===== src/hdl/tddq_pkg.sv =====
package tddq_pkg;

  localparam int QUEUE_DEPTH = 8;
  localparam int PTR_W = (QUEUE_DEPTH > 1) ? $clog2(QUEUE_DEPTH) : 1;
  localparam int CNT_W = $clog2(QUEUE_DEPTH + 1);

  localparam int HEADING_W = 9;
  localparam int TIME_W = 32;
  localparam int SPEED_W = 8;
  localparam int DRIVE_W = 11;

  localparam logic [HEADING_W-1:0] HEADING_MAX = 9'd359;

  // floor(p / 90) == (p * MIX_RECIP) >> MIX_SHIFT for every p below 2**16
  localparam int MIX_SHIFT = 23;
  localparam logic [16:0] MIX_RECIP = 17'd93207;

  typedef enum logic [1:0] {
    ACT_TICK  = 2'd0,
    ACT_QUEUE = 2'd1,
    ACT_GO    = 2'd2,
    ACT_NONE  = 2'd3
  } action_t;

  typedef enum logic [1:0] {
    EV_NONE    = 2'd0,
    EV_STARTED = 2'd1,
    EV_STOPPED = 2'd2
  } event_t;

  typedef enum logic [2:0] {
    S_IDLE,
    S_READ,
    S_MIX1,
    S_MIX2,
    S_APPLY
  } back_state_t;

  typedef struct packed {
    action_t                kind;
    logic [HEADING_W-1:0]   heading;
    logic [TIME_W-1:0]      run_time;
    logic [SPEED_W-1:0]     speed;
  } item_t;

  typedef struct packed {
    logic [HEADING_W-1:0]   heading;
    logic [TIME_W-1:0]      run_time;
    logic [SPEED_W-1:0]     speed;
  } store_entry_t;

  typedef struct packed {
    logic full;
    logic empty;
  } fifo_status_t;

endpackage


===== src/hdl/tddq_item_fifo.sv =====
module tddq_item_fifo
  import tddq_pkg::*;
(
  input  logic         clk,
  input  logic         rst,
  input  logic         push,
  input  item_t        push_item,
  input  logic         pop,
  output item_t        head_item,
  output fifo_status_t status
);

  item_t      slots [2];
  logic       wr_ptr;
  logic       rd_ptr;
  logic [1:0] fill;

  always_ff @(posedge clk) begin
    if (rst) begin
      wr_ptr <= 1'b0;
      rd_ptr <= 1'b0;
      fill   <= 2'd0;
    end else begin
      if (push) begin
        wr_ptr <= ~wr_ptr;
      end
      if (pop) begin
        rd_ptr <= ~rd_ptr;
      end
      fill <= fill + 2'(push) - 2'(pop);
    end
  end

  always_ff @(posedge clk) begin
    if (push) begin
      slots[wr_ptr] <= push_item;
    end
  end

  assign head_item    = slots[rd_ptr];
  assign status.full  = (fill == 2'd2);
  assign status.empty = (fill == 2'd0);

endmodule


===== src/hdl/tddq_front.sv =====
module tddq_front
  import tddq_pkg::*;
(
  input  logic                 start,
  input  logic [1:0]           action,
  input  logic [HEADING_W-1:0] heading,
  input  logic [TIME_W-1:0]    run_time,
  input  logic [SPEED_W-1:0]   drive_speed,
  input  fifo_status_t         status,
  output logic                 busy,
  output logic                 push,
  output item_t                push_item
);

  // take a request whenever the item queue has a free slot
  assign busy = status.full;
  assign push = start && !status.full;

  always_comb begin
    push_item.kind     = action_t'(action);
    push_item.heading  = (heading > HEADING_MAX) ? HEADING_MAX : heading;
    push_item.run_time = run_time;
    push_item.speed    = drive_speed;
  end

endmodule


===== src/hdl/tddq_back.sv =====
module tddq_back
  import tddq_pkg::*;
(
  input  logic                      clk,
  input  logic                      rst,
  input  item_t                     head_item,
  input  fifo_status_t              status,
  output logic                      pop,
  output logic                      done,
  output logic signed [DRIVE_W-1:0] right_drive,
  output logic signed [DRIVE_W-1:0] left_drive,
  output logic                      power_on,
  output logic [1:0]                event_code,
  output logic                      accepted
);

  localparam logic [CNT_W-1:0] DEPTH_C = CNT_W'(QUEUE_DEPTH);
  localparam logic [CNT_W:0]   DEPTH_X = (CNT_W + 1)'(QUEUE_DEPTH);
  localparam logic [PTR_W-1:0] LAST_P  = PTR_W'(QUEUE_DEPTH - 1);

  back_state_t state, state_next;

  store_entry_t mem [QUEUE_DEPTH];
  store_entry_t rd_data;

  logic [PTR_W-1:0]  rptr;
  logic [CNT_W-1:0]  count;
  logic [TIME_W-1:0] ticks_left;
  logic              idle_flag;
  logic signed [DRIVE_W-1:0] cur_right;
  logic signed [DRIVE_W-1:0] cur_left;
  logic              power_level;
  event_t            ev;
  logic              acc;

  logic [HEADING_W-1:0] st_heading;
  logic [TIME_W-1:0]    st_time;
  logic [SPEED_W-1:0]   st_speed;
  logic [1:0]           quad;
  logic [15:0]          prod;
  logic [8:0]           quot;

  logic [TIME_W-1:0] tl_dec;
  logic              count_zero;
  logic              queue_full;
  logic              mem_we;
  logic [CNT_W:0]    wr_sum;
  logic [PTR_W-1:0]  waddr;
  logic [PTR_W-1:0]  rptr_inc;
  logic              tick_start;

  logic [1:0]  quad_next;
  logic [6:0]  offset;
  logic [15:0] prod_next;
  logic [32:0] recip_prod;
  logic signed [DRIVE_W-1:0] sv, qv, r_mix, l_mix;

  assign tl_dec     = (ticks_left != '0) ? ticks_left - 1'b1 : '0;
  assign count_zero = (count == '0);
  assign queue_full = (count == DEPTH_C);
  assign wr_sum     = (CNT_W + 1)'(rptr) + (CNT_W + 1)'(count);
  assign waddr      = (wr_sum >= DEPTH_X) ? PTR_W'(wr_sum - DEPTH_X) : PTR_W'(wr_sum);
  assign rptr_inc   = (rptr == LAST_P) ? '0 : rptr + 1'b1;
  assign tick_start = !idle_flag && (tl_dec == '0) && !count_zero;

  // next state
  always_comb begin
    state_next = state;
    case (state)
      S_IDLE: begin
        if (!status.empty) begin
          case (head_item.kind)
            ACT_TICK: if (tick_start) state_next = S_READ;
            ACT_GO:   state_next = S_MIX1;
            default:  state_next = S_IDLE;
          endcase
        end
      end
      S_READ:  state_next = S_MIX1;
      S_MIX1:  state_next = S_MIX2;
      S_MIX2:  state_next = S_APPLY;
      S_APPLY: state_next = S_IDLE;
      default: state_next = S_IDLE;
    endcase
  end

  // control outputs
  always_comb begin
    pop    = 1'b0;
    mem_we = 1'b0;
    case (state)
      S_IDLE: begin
        pop    = !status.empty;
        mem_we = !status.empty && (head_item.kind == ACT_QUEUE) && !queue_full;
      end
      default: begin
        pop    = 1'b0;
        mem_we = 1'b0;
      end
    endcase
  end

  always_ff @(posedge clk) begin
    if (mem_we) begin
      mem[waddr] <= '{head_item.heading, head_item.run_time, head_item.speed};
    end
    rd_data <= mem[rptr];
  end

  // quadrant and offset into it
  always_comb begin
    case (st_heading) inside
      [9'd0:9'd89]: begin
        quad_next = 2'd0;
        offset    = 7'(st_heading);
      end
      [9'd90:9'd179]: begin
        quad_next = 2'd1;
        offset    = 7'(st_heading - 9'd90);
      end
      [9'd180:9'd269]: begin
        quad_next = 2'd2;
        offset    = 7'(st_heading - 9'd180);
      end
      default: begin
        quad_next = 2'd3;
        offset    = 7'(st_heading - 9'd270);
      end
    endcase
    prod_next  = 16'(offset) * 16'({st_speed, 1'b0});
    recip_prod = 33'(prod) * 33'(MIX_RECIP);
  end

  always_comb begin
    sv = DRIVE_W'({3'b000, st_speed});
    qv = DRIVE_W'({2'b00, quot});
    case (quad)
      2'd0: begin
        l_mix = sv;
        r_mix = sv - qv;
      end
      2'd1: begin
        l_mix = sv - qv;
        r_mix = -sv;
      end
      2'd2: begin
        l_mix = -sv;
        r_mix = qv - sv;
      end
      default: begin
        l_mix = qv - sv;
        r_mix = sv;
      end
    endcase
  end

  always_ff @(posedge clk) begin
    case (state)
      S_IDLE: begin
        st_heading <= head_item.heading;
        st_time    <= head_item.run_time;
        st_speed   <= head_item.speed;
      end
      S_READ: begin
        st_heading <= rd_data.heading;
        st_time    <= rd_data.run_time;
        st_speed   <= rd_data.speed;
      end
      S_MIX1: begin
        quad <= quad_next;
        prod <= prod_next;
      end
      S_MIX2: quot <= 9'(recip_prod >> MIX_SHIFT);
      default: quot <= quot;
    endcase
  end

  always_ff @(posedge clk) begin
    if (rst) begin
      state       <= S_IDLE;
      rptr        <= '0;
      count       <= '0;
      ticks_left  <= '0;
      idle_flag   <= 1'b1;
      cur_right   <= '0;
      cur_left    <= '0;
      power_level <= 1'b0;
      done        <= 1'b0;
      ev          <= EV_NONE;
      acc         <= 1'b0;
    end else begin
      state <= state_next;
      done  <= 1'b0;
      case (state)
        S_IDLE: begin
          if (pop) begin
            ev  <= EV_NONE;
            acc <= 1'b0;
            case (head_item.kind)
              ACT_TICK: begin
                done <= 1'b1;
                if (!idle_flag) begin
                  ticks_left <= tl_dec;
                  if (tl_dec == '0) begin
                    if (count_zero) begin
                      cur_right   <= '0;
                      cur_left    <= '0;
                      power_level <= 1'b0;
                      idle_flag   <= 1'b1;
                      ev          <= EV_STOPPED;
                    end else begin
                      rptr  <= rptr_inc;
                      count <= count - 1'b1;
                      done  <= 1'b0;
                    end
                  end
                end
              end
              ACT_QUEUE: begin
                done <= 1'b1;
                if (!queue_full) begin
                  acc   <= 1'b1;
                  count <= count + 1'b1;
                  if (idle_flag) begin
                    idle_flag  <= 1'b0;
                    ticks_left <= '0;
                  end
                end
              end
              ACT_GO: begin
                rptr  <= '0;
                count <= '0;
              end
              default: done <= 1'b1;
            endcase
          end
        end
        S_APPLY: begin
          done       <= 1'b1;
          ev         <= EV_STARTED;
          ticks_left <= st_time;
          idle_flag  <= 1'b0;
          if (st_speed == '0) begin
            cur_right   <= '0;
            cur_left    <= '0;
            power_level <= 1'b0;
          end else begin
            cur_right   <= r_mix <<< 2;
            cur_left    <= l_mix <<< 2;
            power_level <= 1'b1;
          end
        end
        default: done <= 1'b0;
      endcase
    end
  end

  assign right_drive = cur_right;
  assign left_drive  = cur_left;
  assign power_on    = power_level;
  assign event_code  = ev;
  assign accepted    = acc;

endmodule


===== src/hdl/timed_differential_drive_queue.sv =====
// Path: tick, queue and ignored requests pass the request queue, then the done register;
// a go request passes two mixer stages and the apply stage; a tick that starts a queued
// command passes the command store read, the two mixer stages (offset product, then
// reciprocal multiply for the divide by 90) and then the apply stage that loads the drives.
// Throughput: 1 request per cycle for non-starting requests; the back takes no new request
// while a command starts; the front keeps filling the 2-entry request queue meanwhile.
// Reset (rst, synchronous, active high): queues empty, idle, motors off, drives zero.
module timed_differential_drive_queue
  import tddq_pkg::*;
(
  input  logic                      clk,
  input  logic                      rst,
  input  logic                      start,
  output logic                      busy,
  input  logic [1:0]                action,
  input  logic [HEADING_W-1:0]      heading,
  input  logic [TIME_W-1:0]         run_time,
  input  logic [SPEED_W-1:0]        drive_speed,
  output logic                      done,
  output logic signed [DRIVE_W-1:0] right_drive,
  output logic signed [DRIVE_W-1:0] left_drive,
  output logic                      power_on,
  output logic [1:0]                event_code,
  output logic                      accepted
);

  // Front: decode the action and clamp the heading, push the request.
  // Request queue: two slots between front and back.
  // Back: command store, tick countdown and the quadrant mixer.
  fifo_status_t status;
  logic         push;
  logic         pop;
  item_t        push_item;
  item_t        head_item;

  tddq_front u_front (
    .start       (start),
    .action      (action),
    .heading     (heading),
    .run_time    (run_time),
    .drive_speed (drive_speed),
    .status      (status),
    .busy        (busy),
    .push        (push),
    .push_item   (push_item)
  );

  // hold requests here while the back is busy starting a command
  tddq_item_fifo u_fifo (
    .clk       (clk),
    .rst       (rst),
    .push      (push),
    .push_item (push_item),
    .pop       (pop),
    .head_item (head_item),
    .status    (status)
  );

  // one result strobe per request, in request order
  tddq_back u_back (
    .clk         (clk),
    .rst         (rst),
    .head_item   (head_item),
    .status      (status),
    .pop         (pop),
    .done        (done),
    .right_drive (right_drive),
    .left_drive  (left_drive),
    .power_on    (power_on),
    .event_code  (event_code),
    .accepted    (accepted)
  );

endmodule


===== config.mk =====
export PLATFORM = sky130hd
export DESIGN_NAME = timed_differential_drive_queue
export DESIGN_NICKNAME = d
export VERILOG_FILES = /design/src/hdl/tddq_pkg.sv /design/src/hdl/tddq_item_fifo.sv /design/src/hdl/tddq_front.sv /design/src/hdl/tddq_back.sv /design/src/hdl/timed_differential_drive_queue.sv
export SDC_FILE = /design/constraint.sdc
export NUM_CORES = 1
export LEC_CHECK = 0
export BUFFER_PORTS_ARGS = -buffer_cell sky130_fd_sc_hd__buf_4
export CORE_ASPECT_RATIO = 0.75
export CORE_UTILIZATION = 35
export DETAILED_ROUTE_END_ITERATION = 7
export SYNTH_ARGS = -nofsm -noshare
export SYNTH_HDL_FRONTEND = slang
export SYNTH_SLANG_ARGS = --single-unit

===== constraint.sdc =====
create_clock -name clk -period 10.5 [get_ports clk]
set_clock_uncertainty 0.2 [all_clocks]
set_input_delay 2.1 -clock clk [delete_from_list [all_inputs] [get_ports clk]]
set_output_delay 2.1 -clock clk [all_outputs]
set_load 0.01 [all_outputs]

Word level (Yosys, flattened, before mapping)
Memories as Yosys holds them, arrays and structs flattened. A register that Yosys moved wholly into a read port is not among the register bits. Index checks and enable logic that the tools add are counted.

Register bits: 149. Memory bits (writable): 494. Input port bits: 54. Output and inout port bits: 28. Word-level logic and storage cells: 186. Memories: 2.

Memory list: u_back.mem (depth 8, width 49, read ports 1, clocked after memory_dff 1, write ports 1, line tddq_back.sv:23) `store_entry_t mem [QUEUE_DEPTH];`; u_fifo.slots (depth 2, width 51, read ports 1, clocked after memory_dff 1, write ports 1, line tddq_item_fifo.sv:13) `item_t slots [2];`.

Add/sub/neg operators: 14. $mul: 2. Order comparisons: 8. Eq/ne operators: 26. Mux-type cells: 77. Bitwise operators: 2. Reduce and logical (&&, ||, !) cells: 34.

Operators with widths (count): case mux 32 bit (2 select lines) (3); 2-to-1 mux 32 bit (5); 2-to-1 mux 11 bit (7); case mux 9 bit (3 select lines) (2); case mux 11 bit (2 select lines) (2); zero test 32 bit (1); nonzero test 32 bit (1); subtractor 32 x 1 -> 32 bit, second input constant (1); multiplier 15 x 17 -> 31 bit, second input constant (1); 2-to-1 mux 1 bit (26); 2-to-1 mux 3 bit (7); 2-to-1 mux 7 bit (3); case mux 9 bit (2 select lines) (1); AND reduction 6 bit (3); 2-to-1 mux 4 bit (4); case mux 8 bit (2 select lines) (1); multiplier 7 x 8 -> 15 bit (1); != test 2 bit, second input constant (7); case mux 3 bit (2 select lines) (2); case mux 3 bit (4 select lines) (1); case mux 4 bit (3 select lines) (1); 2-to-1 mux 2 bit (5); case mux 1 bit (2 select lines) (5); greater-or-equal comparator 9 x 1 -> 1 bit, second input constant (1); other kinds (44) (72).

Logic depth before layout (Yosys ltp)
Gate-level depths: netlist of run 1.

Word-level depth: 9. Gate-level depth with buffers: 27. Mapped depth without buffers: 26.

By module
From an unflattened synthesis of run 1, not the netlist that was laid out.

Cells, all modules: 2371. Area, all modules: 34660.7 um^2.

Modules (own cells, without submodules): tddq_back (instances 1, cells each 2129, area each 30072.6 um^2, sequential area each 16325.7 um^2); tddq_item_fifo (instances 1, cells each 180, area each 4152.7 um^2, sequential area each 3163.0 um^2); tddq_front (instances 1, cells each 62, area each 435.4 um^2, sequential area each 0.0 um^2).

Least setup slack after synthesis of run 1
OpenSTA, ideal clock, no wires.

Path kind: reg2reg. Start: register u_back.state[1]. End: memory u_back.mem[0][0] (netlist bit) (enable). Setup time: 0.577 ns. Data arrival time: 8.335 ns. Required time: 9.723 ns. Setup slack: 1.388 ns. Stages on the path, launching flop included: 6. Path buffers: 0. Clock period less this slack: 9.112 ns. Path through: dfxtp_1 nor2_1 nand2_1 a21oi_1 nand3_1 nor4_1.

Cells in the longest elaborated chain, start to end: 4.

Ends and longest elaborated chain: start, declared (line tddq_back.sv:21) `back_state_t state, state_next;`; start signal, assigned (line tddq_back.sv:192) `state <= state_next;`; zero test 3 bit (line tddq_back.sv:91) `case (state)`; 2-to-1 mux 1 bit (line tddq_back.sv:91); 2-to-1 mux 1 bit (line tddq_back.sv:104) `if (mem_we) begin`; 2-to-1 mux 1 bit (implied by the code) (line tddq_back.sv:105) `mem[waddr] <= '{head_item.heading, head_item.run_time, head_item.speed};`; end, declared (line tddq_back.sv:23).

No other way between the ends.

Final worst setup path of run 1
Start: register u_back.st_heading[2]. End: register u_back.prod[15] (data pin).

Cells in the longest elaborated chain, start to end: 6. Elaborated cells on any way between the ends: 16. Classes of those cells: add/sub: 3; mul: 1; order compare: 6; mux: 3; reduce/logical: 3.

Ends and longest elaborated chain: start, declared (line tddq_back.sv:36) `logic [HEADING_W-1:0] st_heading;`; start signal, assigned (line tddq_back.sv:160) `st_heading <= head_item.heading;`; start signal, assigned (line tddq_back.sv:165) `st_heading <= rd_data.heading;`; greater-or-equal comparator 9 x 8 -> 1 bit (no line) / <= comparator 9 bit (equally long branches); logical AND 1 bit (no line); 2-to-1 mux 7 bit (2 in a row) (line tddq_back.sv:112) `case (st_heading) inside`; 2-to-1 mux 7 bit (*) (line tddq_back.sv:112); multiplier 7 x 8 -> 15 bit (*) (line tddq_back.sv:130) `prod_next = 16'(offset) * 16'({st_speed, 1'b0});`; named net u_back.prod_next[15] (line tddq_back.sv:54) `logic [15:0] prod_next;`; end signal, assigned (line tddq_back.sv:171) `prod <= prod_next;`; end, declared (line tddq_back.sv:40) `logic [15:0] prod;`.

The timed path passes the listed nets; every way through them passes the cells marked *. A chain may end at the register's enable or synchronous reset.

==> results of run 1 <==
==> metrics by stage <==
stage / area [µm²] / worst slack [ns] / cells / util (%)
floorplan: 33690 / 1.388 / 2270 / -
global placement: 35750 / 3.188 / 3535 / 37.52
detailed placement: 35750 / 3.250 / 3535 / 37.52
CTS: 38020 / 3.205 / 3661 / 39.91
global route: 38020 / 2.717 / 3661 / 39.91
finish: 38020 / 3.209 / 3661 / 39.91
==> per-layer routing <==
| layer | vias to the layer above | global-route usage [%] | share of wire, % |
|---|---|---|---|
| met5 | - | 0 | 0 |
| met4 | 0 | 4.049 | 2.2 |
| met3 | 102 | 2.444 | 4.4 |
| met2 | 440 | 23.85 | 45 |
| met1 | 9691 | 22.16 | 48 |
| li1 | 8677 | - | - |
==> how the worst min path moves through the flow <==
stage / from / endpoint
detailed placement: u_back.power_on / u_back.power_on
floorplan: u_back.state[2] / u_back.state[1]
global route: u_back.right_drive[7] / u_back.right_drive[7]
CTS: u_back.power_on / u_back.power_on
global placement: u_back.power_on / u_back.power_on
finish: u_back.power_on / u_back.power_on
==> registers in the layout (all words and copies together) (netlist names), 2 cells and up, named ones only <==
signal              cells
u_back.quot             9
u_back.quad             2
u_fifo.slots          102
u_fifo.fill             2
u_back.state            3
u_back.count            4
u_back.left_drive       9
u_back.event_code       2
u_back.st_time         32
u_back.mem            392
u_back.rd_data         49
u_back.prod            15
u_back.right_drive      9
u_back.st_speed         8
u_back.ticks_left      32
u_back.st_heading       9
u_back.rptr             3
==> logic make-up (layout without fill, tap and decap cells) <==
logic type / after synthesis / count (layout) / share of synthesized area [%]
buf+inv: 286 / 427 / 3.336
xor+xnor: 63 / 63 / 1.638
simple gates: 378 / 378 / 5.821
compound gates: 292 / 292 / 5.866
flops: 689 / 689 / 57.86
other cells: 1 / 4 / 0.01113
fa+ha+maj: 298 / 298 / 13.43
mux: 260 / 260 / 12.03
==> cells in the final DEF, fill, tap and decap left out, types with 15 or more instances in the layout <==
cell type  count
fa_1         106
dfxtp_1      116
mux2_2       149
clkbuf_16     68
edfxtp_1     569
clkbuf_1      19
xnor2_1       45
a211oi_1      15
inv_1        193
nor2_1       111
nand2_1       76
xor2_1        18
mux4_2       101
and2_1        21
ha_1         192
nand3_1       21
nand4_1       15
a21o_1        17
o21ai_0       60
nor3_1        30
a31oi_1       16
buf_4        103
a21oi_1       69
nand2b_1      16
==> critical path, cell delays in order (launching register included) <==
cell and delay, ns:
edfxtp_1 0.51, inv_1 0.24, ha_1 0.19, or4b_1 0.46, nor3_1 0.16, o22a_1 0.38, inv_1 0.16, o311ai_1 0.33
xor2_1 0.53, nand2b_1 0.21, fa_1 0.43, fa_1 0.55, inv_1 0.05, fa_1 0.52, inv_1 0.05, fa_1 0.53
inv_1 0.04, ha_1 0.33, inv_1 0.07, o21bai_1 0.08, a21o_1 0.20, a21oi_1 0.19, o21ai_0 0.16, o41ai_1 0.34
xnor2_1 0.11
==> area by class of cell <==
type                    instances  area [µm²]  share of cell area (%)
flip-flops and latches        689       19500                   51.28
repair buffers                103       773.2                   2.034
clock buffers                  95        1883                   4.952
multi-input cells            1295       13170                   34.63
clock inverters                31       392.9                   1.033
inverters                     198       743.2                   1.955
well taps                    1250        1564                   4.113
==> flow_summary.ini, run 1 <==
[run_status]
status = complete, no violations

[setup_path]
worstPathArrival_ns = 7.47
cp_data_required_time_ns = 10.67
cp-endpoint = u_back.prod[15]
cp_max_fo = 11
worstRegToRegCells = 24
critPathLaunchType = flop
crit_path_start = u_back.st_heading[2]
r2r_setup_slack_ns = 3.21
critPathKind = flop to flop
worstReg2RegEnd = u_back.prod[15]
reg2reg_from = u_back.st_heading[2]
cp-end-kind = flop

[route]
drcViolationCount = 0
drtIter0Drc = 1294
drt-pass1-iter-count = 5
viasPerCell = 5.165
ant_nets = 0
wl_per_cell_um = 20.16
wl_mm = 73.80
vias = 18910

[timing]
post-route-period-util_pct = 69.44
finalSetupTns_ns = 0
drv_slew = 0
period_needed_ns = 7.291
finalSetupViolCount = 0
slew-limit-headroom_pct = 30.13
fmax_mhz = 137.2
holdWs_ns = 0.2578
rsz0062_at_grt = no
tightest_slew_ns = 1.048
hold_viol = 0

[logic_synthesis]
ys_types = 83
syn-cell-area_um2 = 33680
ys_seq_area_share_pct = 57.86
postSynth.asyncResetShare_pct = 0
ys_seq_elements = 689
synthTopCellsByCount = edfxtp_1, inv_1, ha_1
synth.most_common_cell = edfxtp_1
ys_top_cells_by_area = edfxtp_1, dfxtp_1, ha_1
synth_top_area_share_pct = 50.73
synth_ff_type = edfxtp_1
syn_avg_cell_area_um2 = 14.86
syn_inst = 2267
synth-edff-count = 569
yosys_warnings = 0
synth_area_leader_cell = edfxtp_1

[cts]
cts_resized = 0
path_clk_slew_ns = 0.06
cts_setup_buffers = 0
clkLatencyLatePin_ns = 0.64
cts_hold_buffers = 0
clock-sinks = 689
root_buffer = clkbuf_16
numCtsBuffers = 68
cts.htree.levels = 3
cts_tree = yes
clk_path_buf_depth = 3

[grt]
overflow = 0
grt_pass1_wl_mm = 116.7
grt_max_degree = 57
grt_usage_pct = 15.32
grt_pass1_vias = 19861
antenna_found_initial = 0

[layout]
layout-drive-gt1-share_pct = 20.57
layout.nets = 2707
n_antenna_cell = 0
syn_to_final_growth_pct = 12.89
fillers = 8625

[floorplanning]
io_pins = 82
start_util_pct = 35.35
dieArea_um2 = 97490
num_rows = 98
die_y_um = 270.7
die_w_um = 360.2
core_um2 = 95270

[place]
dpl.hpwl_mm = 47.48
place.gp.congestion = 0.8881
io_buffers = 77

[hold_path]
holdPathStages = 1
hold_path.class = flop to flop

[run]
maxCapViolCount = 0
Power of run 1 is left out: the tool's default activity adds up to more than one toggle a clock period on the data nets, which glitch-free logic cannot reach.
==> inputs of run 2 (changes only) <==
==> constraint.sdc (replaced) <==
create_clock -name clk -period 6.8 [get_ports clk]
set_clock_uncertainty 0.2 [all_clocks]
set_input_delay 1.36 -clock clk [delete_from_list [all_inputs] [get_ports clk]]
set_output_delay 1.36 -clock clk [all_outputs]
set_load 0.01 [all_outputs]
==> flow_summary.ini, run 2 (synthesis gave the netlist of run 1 again) <==
[run_status]
status = complete, no violations

[timing]
drv_slew = 0
rsz0062_at_grt = no
period_needed_ns = 6.437
finalSetupTns_ns = 0
finalSetupViolCount = 0
slew-limit-headroom_pct = 23.41
hold_viol = 0
fmax_mhz = 155.4
post-route-period-util_pct = 94.65
tightest_slew_ns = 1.149

[grt]
grt_usage_pct = 15.39
grt_max_degree = 71
grt_pass1_vias = 19812
antenna_found_initial = 3
grt_pass1_wl_mm = 116.4
overflow = 0

[cts]
clock-sinks = 689
clk_path_buf_depth = 3
cts_tree = yes
numCtsBuffers = 68
root_buffer = clkbuf_16
path_clk_slew_ns = 0.06
clkLatencyLatePin_ns = 0.63
cts.htree.levels = 3

[floorplanning]
die_y_um = 270.7
start_util_pct = 35.35
core_um2 = 95270
io_pins = 82
die_w_um = 360.2
num_rows = 98
dieArea_um2 = 97490

[route]
wl_mm = 74.38
wl_per_cell_um = 20.23
drtIter0Drc = 1157
drt-pass1-iter-count = 6
drcViolationCount = 0
vias = 19021
viasPerCell = 5.174
ant_nets = 0

[layout]
largest_reg_flops = 392
layout.nets = 2724
register_area_um2 = 19500
largestRegisters = u_back.mem x392, u_fifo.slots x102, u_back.rd_data x49
largest-register = u_back.mem
multi_input_area_um2 = 13230
final_common_cell = edfxtp_1
final_cell_mix = edfxtp_1, inv_1, ha_1
layout-drive-gt1-share_pct = 21.52
n_antenna_cell = 0
fillers = 8632
syn_to_final_growth_pct = 13.65

[hold_path]
hold_path.class = flop to flop

[setup_path]
cp_max_fo = 5
critPathLaunchType = flop
worstPathArrival_ns = 6.61
r2r_setup_slack_ns = 0.36
cp-end-kind = flop
critPathKind = flop to flop
cp_data_required_time_ns = 6.98

[place]
io_buffers = 77
place.gp.congestion = 0.8961
dpl.hpwl_mm = 48.19

[run]
maxCapViolCount = 0
[run 2: cell count changes in the layout (fill, tap and decap cells not counted), moves of 2 or more]
cell	change
buf_4	+15
clkinvlp_4	-4
o21ai_0	-3
o21ai_1	+3
a21oi_1	-2
a21oi_2	+2
buf_12	+2
bufinv_16	+2
clkbuf_1	-2
clkinv_2	+2
inv_1	-2
nor3_4	+2
nor4_2	-2
nor4_4	+2
[run 2: through the flow]
stage / util (%) / hold slack [ns] / cell area (µm²) / setup slack, ns / instances
after global placement: 37.70 / 0.2375 / 35910 / 0.2139 / 3550
after floorplan: - / 0.2656 / 33710 / -0.9655 / 2270
final: 40.18 / 0.2570 / 38280 / 0.3635 / 3676
after CTS: 40.12 / 0.2634 / 38230 / 0.08428 / 3674
after detailed placement: 37.70 / 0.2482 / 35910 / 0.1360 / 3550
after global routing: 40.18 / 0.2754 / 38280 / 0.04732 / 3676
[run 2: final cells by class]
| type | count | area share [%] |
|---|---|---|
| multi-input combinational | 1295 | 34.57 |
| clock inverter | 30 | 1.105 |
| clock buffer | 94 | 4.936 |
| inverter | 198 | 1.948 |
| timing repair buffer | 120 | 2.419 |
| tap | 1250 | 4.086 |
| sequential | 689 | 50.94 |
[run 2: per-layer routing]
layer	track usage, %	up-vias	wire length, µm
met5	0	-	33
met4	3.632	6	1305
met3	3.144	107	4137
met2	23.72	502	33620
met1	22.18	9698	35280
li1	-	8708	-
[run 2: timing repair]
item | CTS | global route
hold buffers | 0 | 0
endpoints found under the setup margin | 0 | 5
setup buffers | 0 | 2
gates resized for setup | 0 | 13
[run 2: critical path: stages (launching register included)]
cell	delay, ns
edfxtp_1	0.43
buf_4	0.18
ha_1	0.22
a31o_2	0.26
o211ai_1	0.18
buf_4	0.16
nand2_1	0.07
buf_4	0.18
mux2i_1	0.17
o21ai_1	0.10
xor2_1	0.16
nand2b_1	0.17
fa_1	0.53
fa_1	0.57
inv_1	0.07
fa_1	0.53
inv_1	0.05
fa_1	0.53
inv_1	0.04
ha_1	0.32
inv_1	0.07
o21bai_1	0.07
a21o_1	0.21
a21oi_2	0.16
o21ai_1	0.11
o41ai_2	0.32
xnor2_1	0.10
[run 2: final timing paths]
path,start,endpoint,depth (start not counted)
worst min register to register,u_back.power_on,u_back.power_on,1
worst min-delay path,u_back.power_on,u_back.power_on,1
worst max register to register,u_back.st_heading[2],u_back.prod[15],26
worst max-delay path,u_back.st_heading[2],u_back.prod[15],26
Power of run 2 is left out for the same reason.
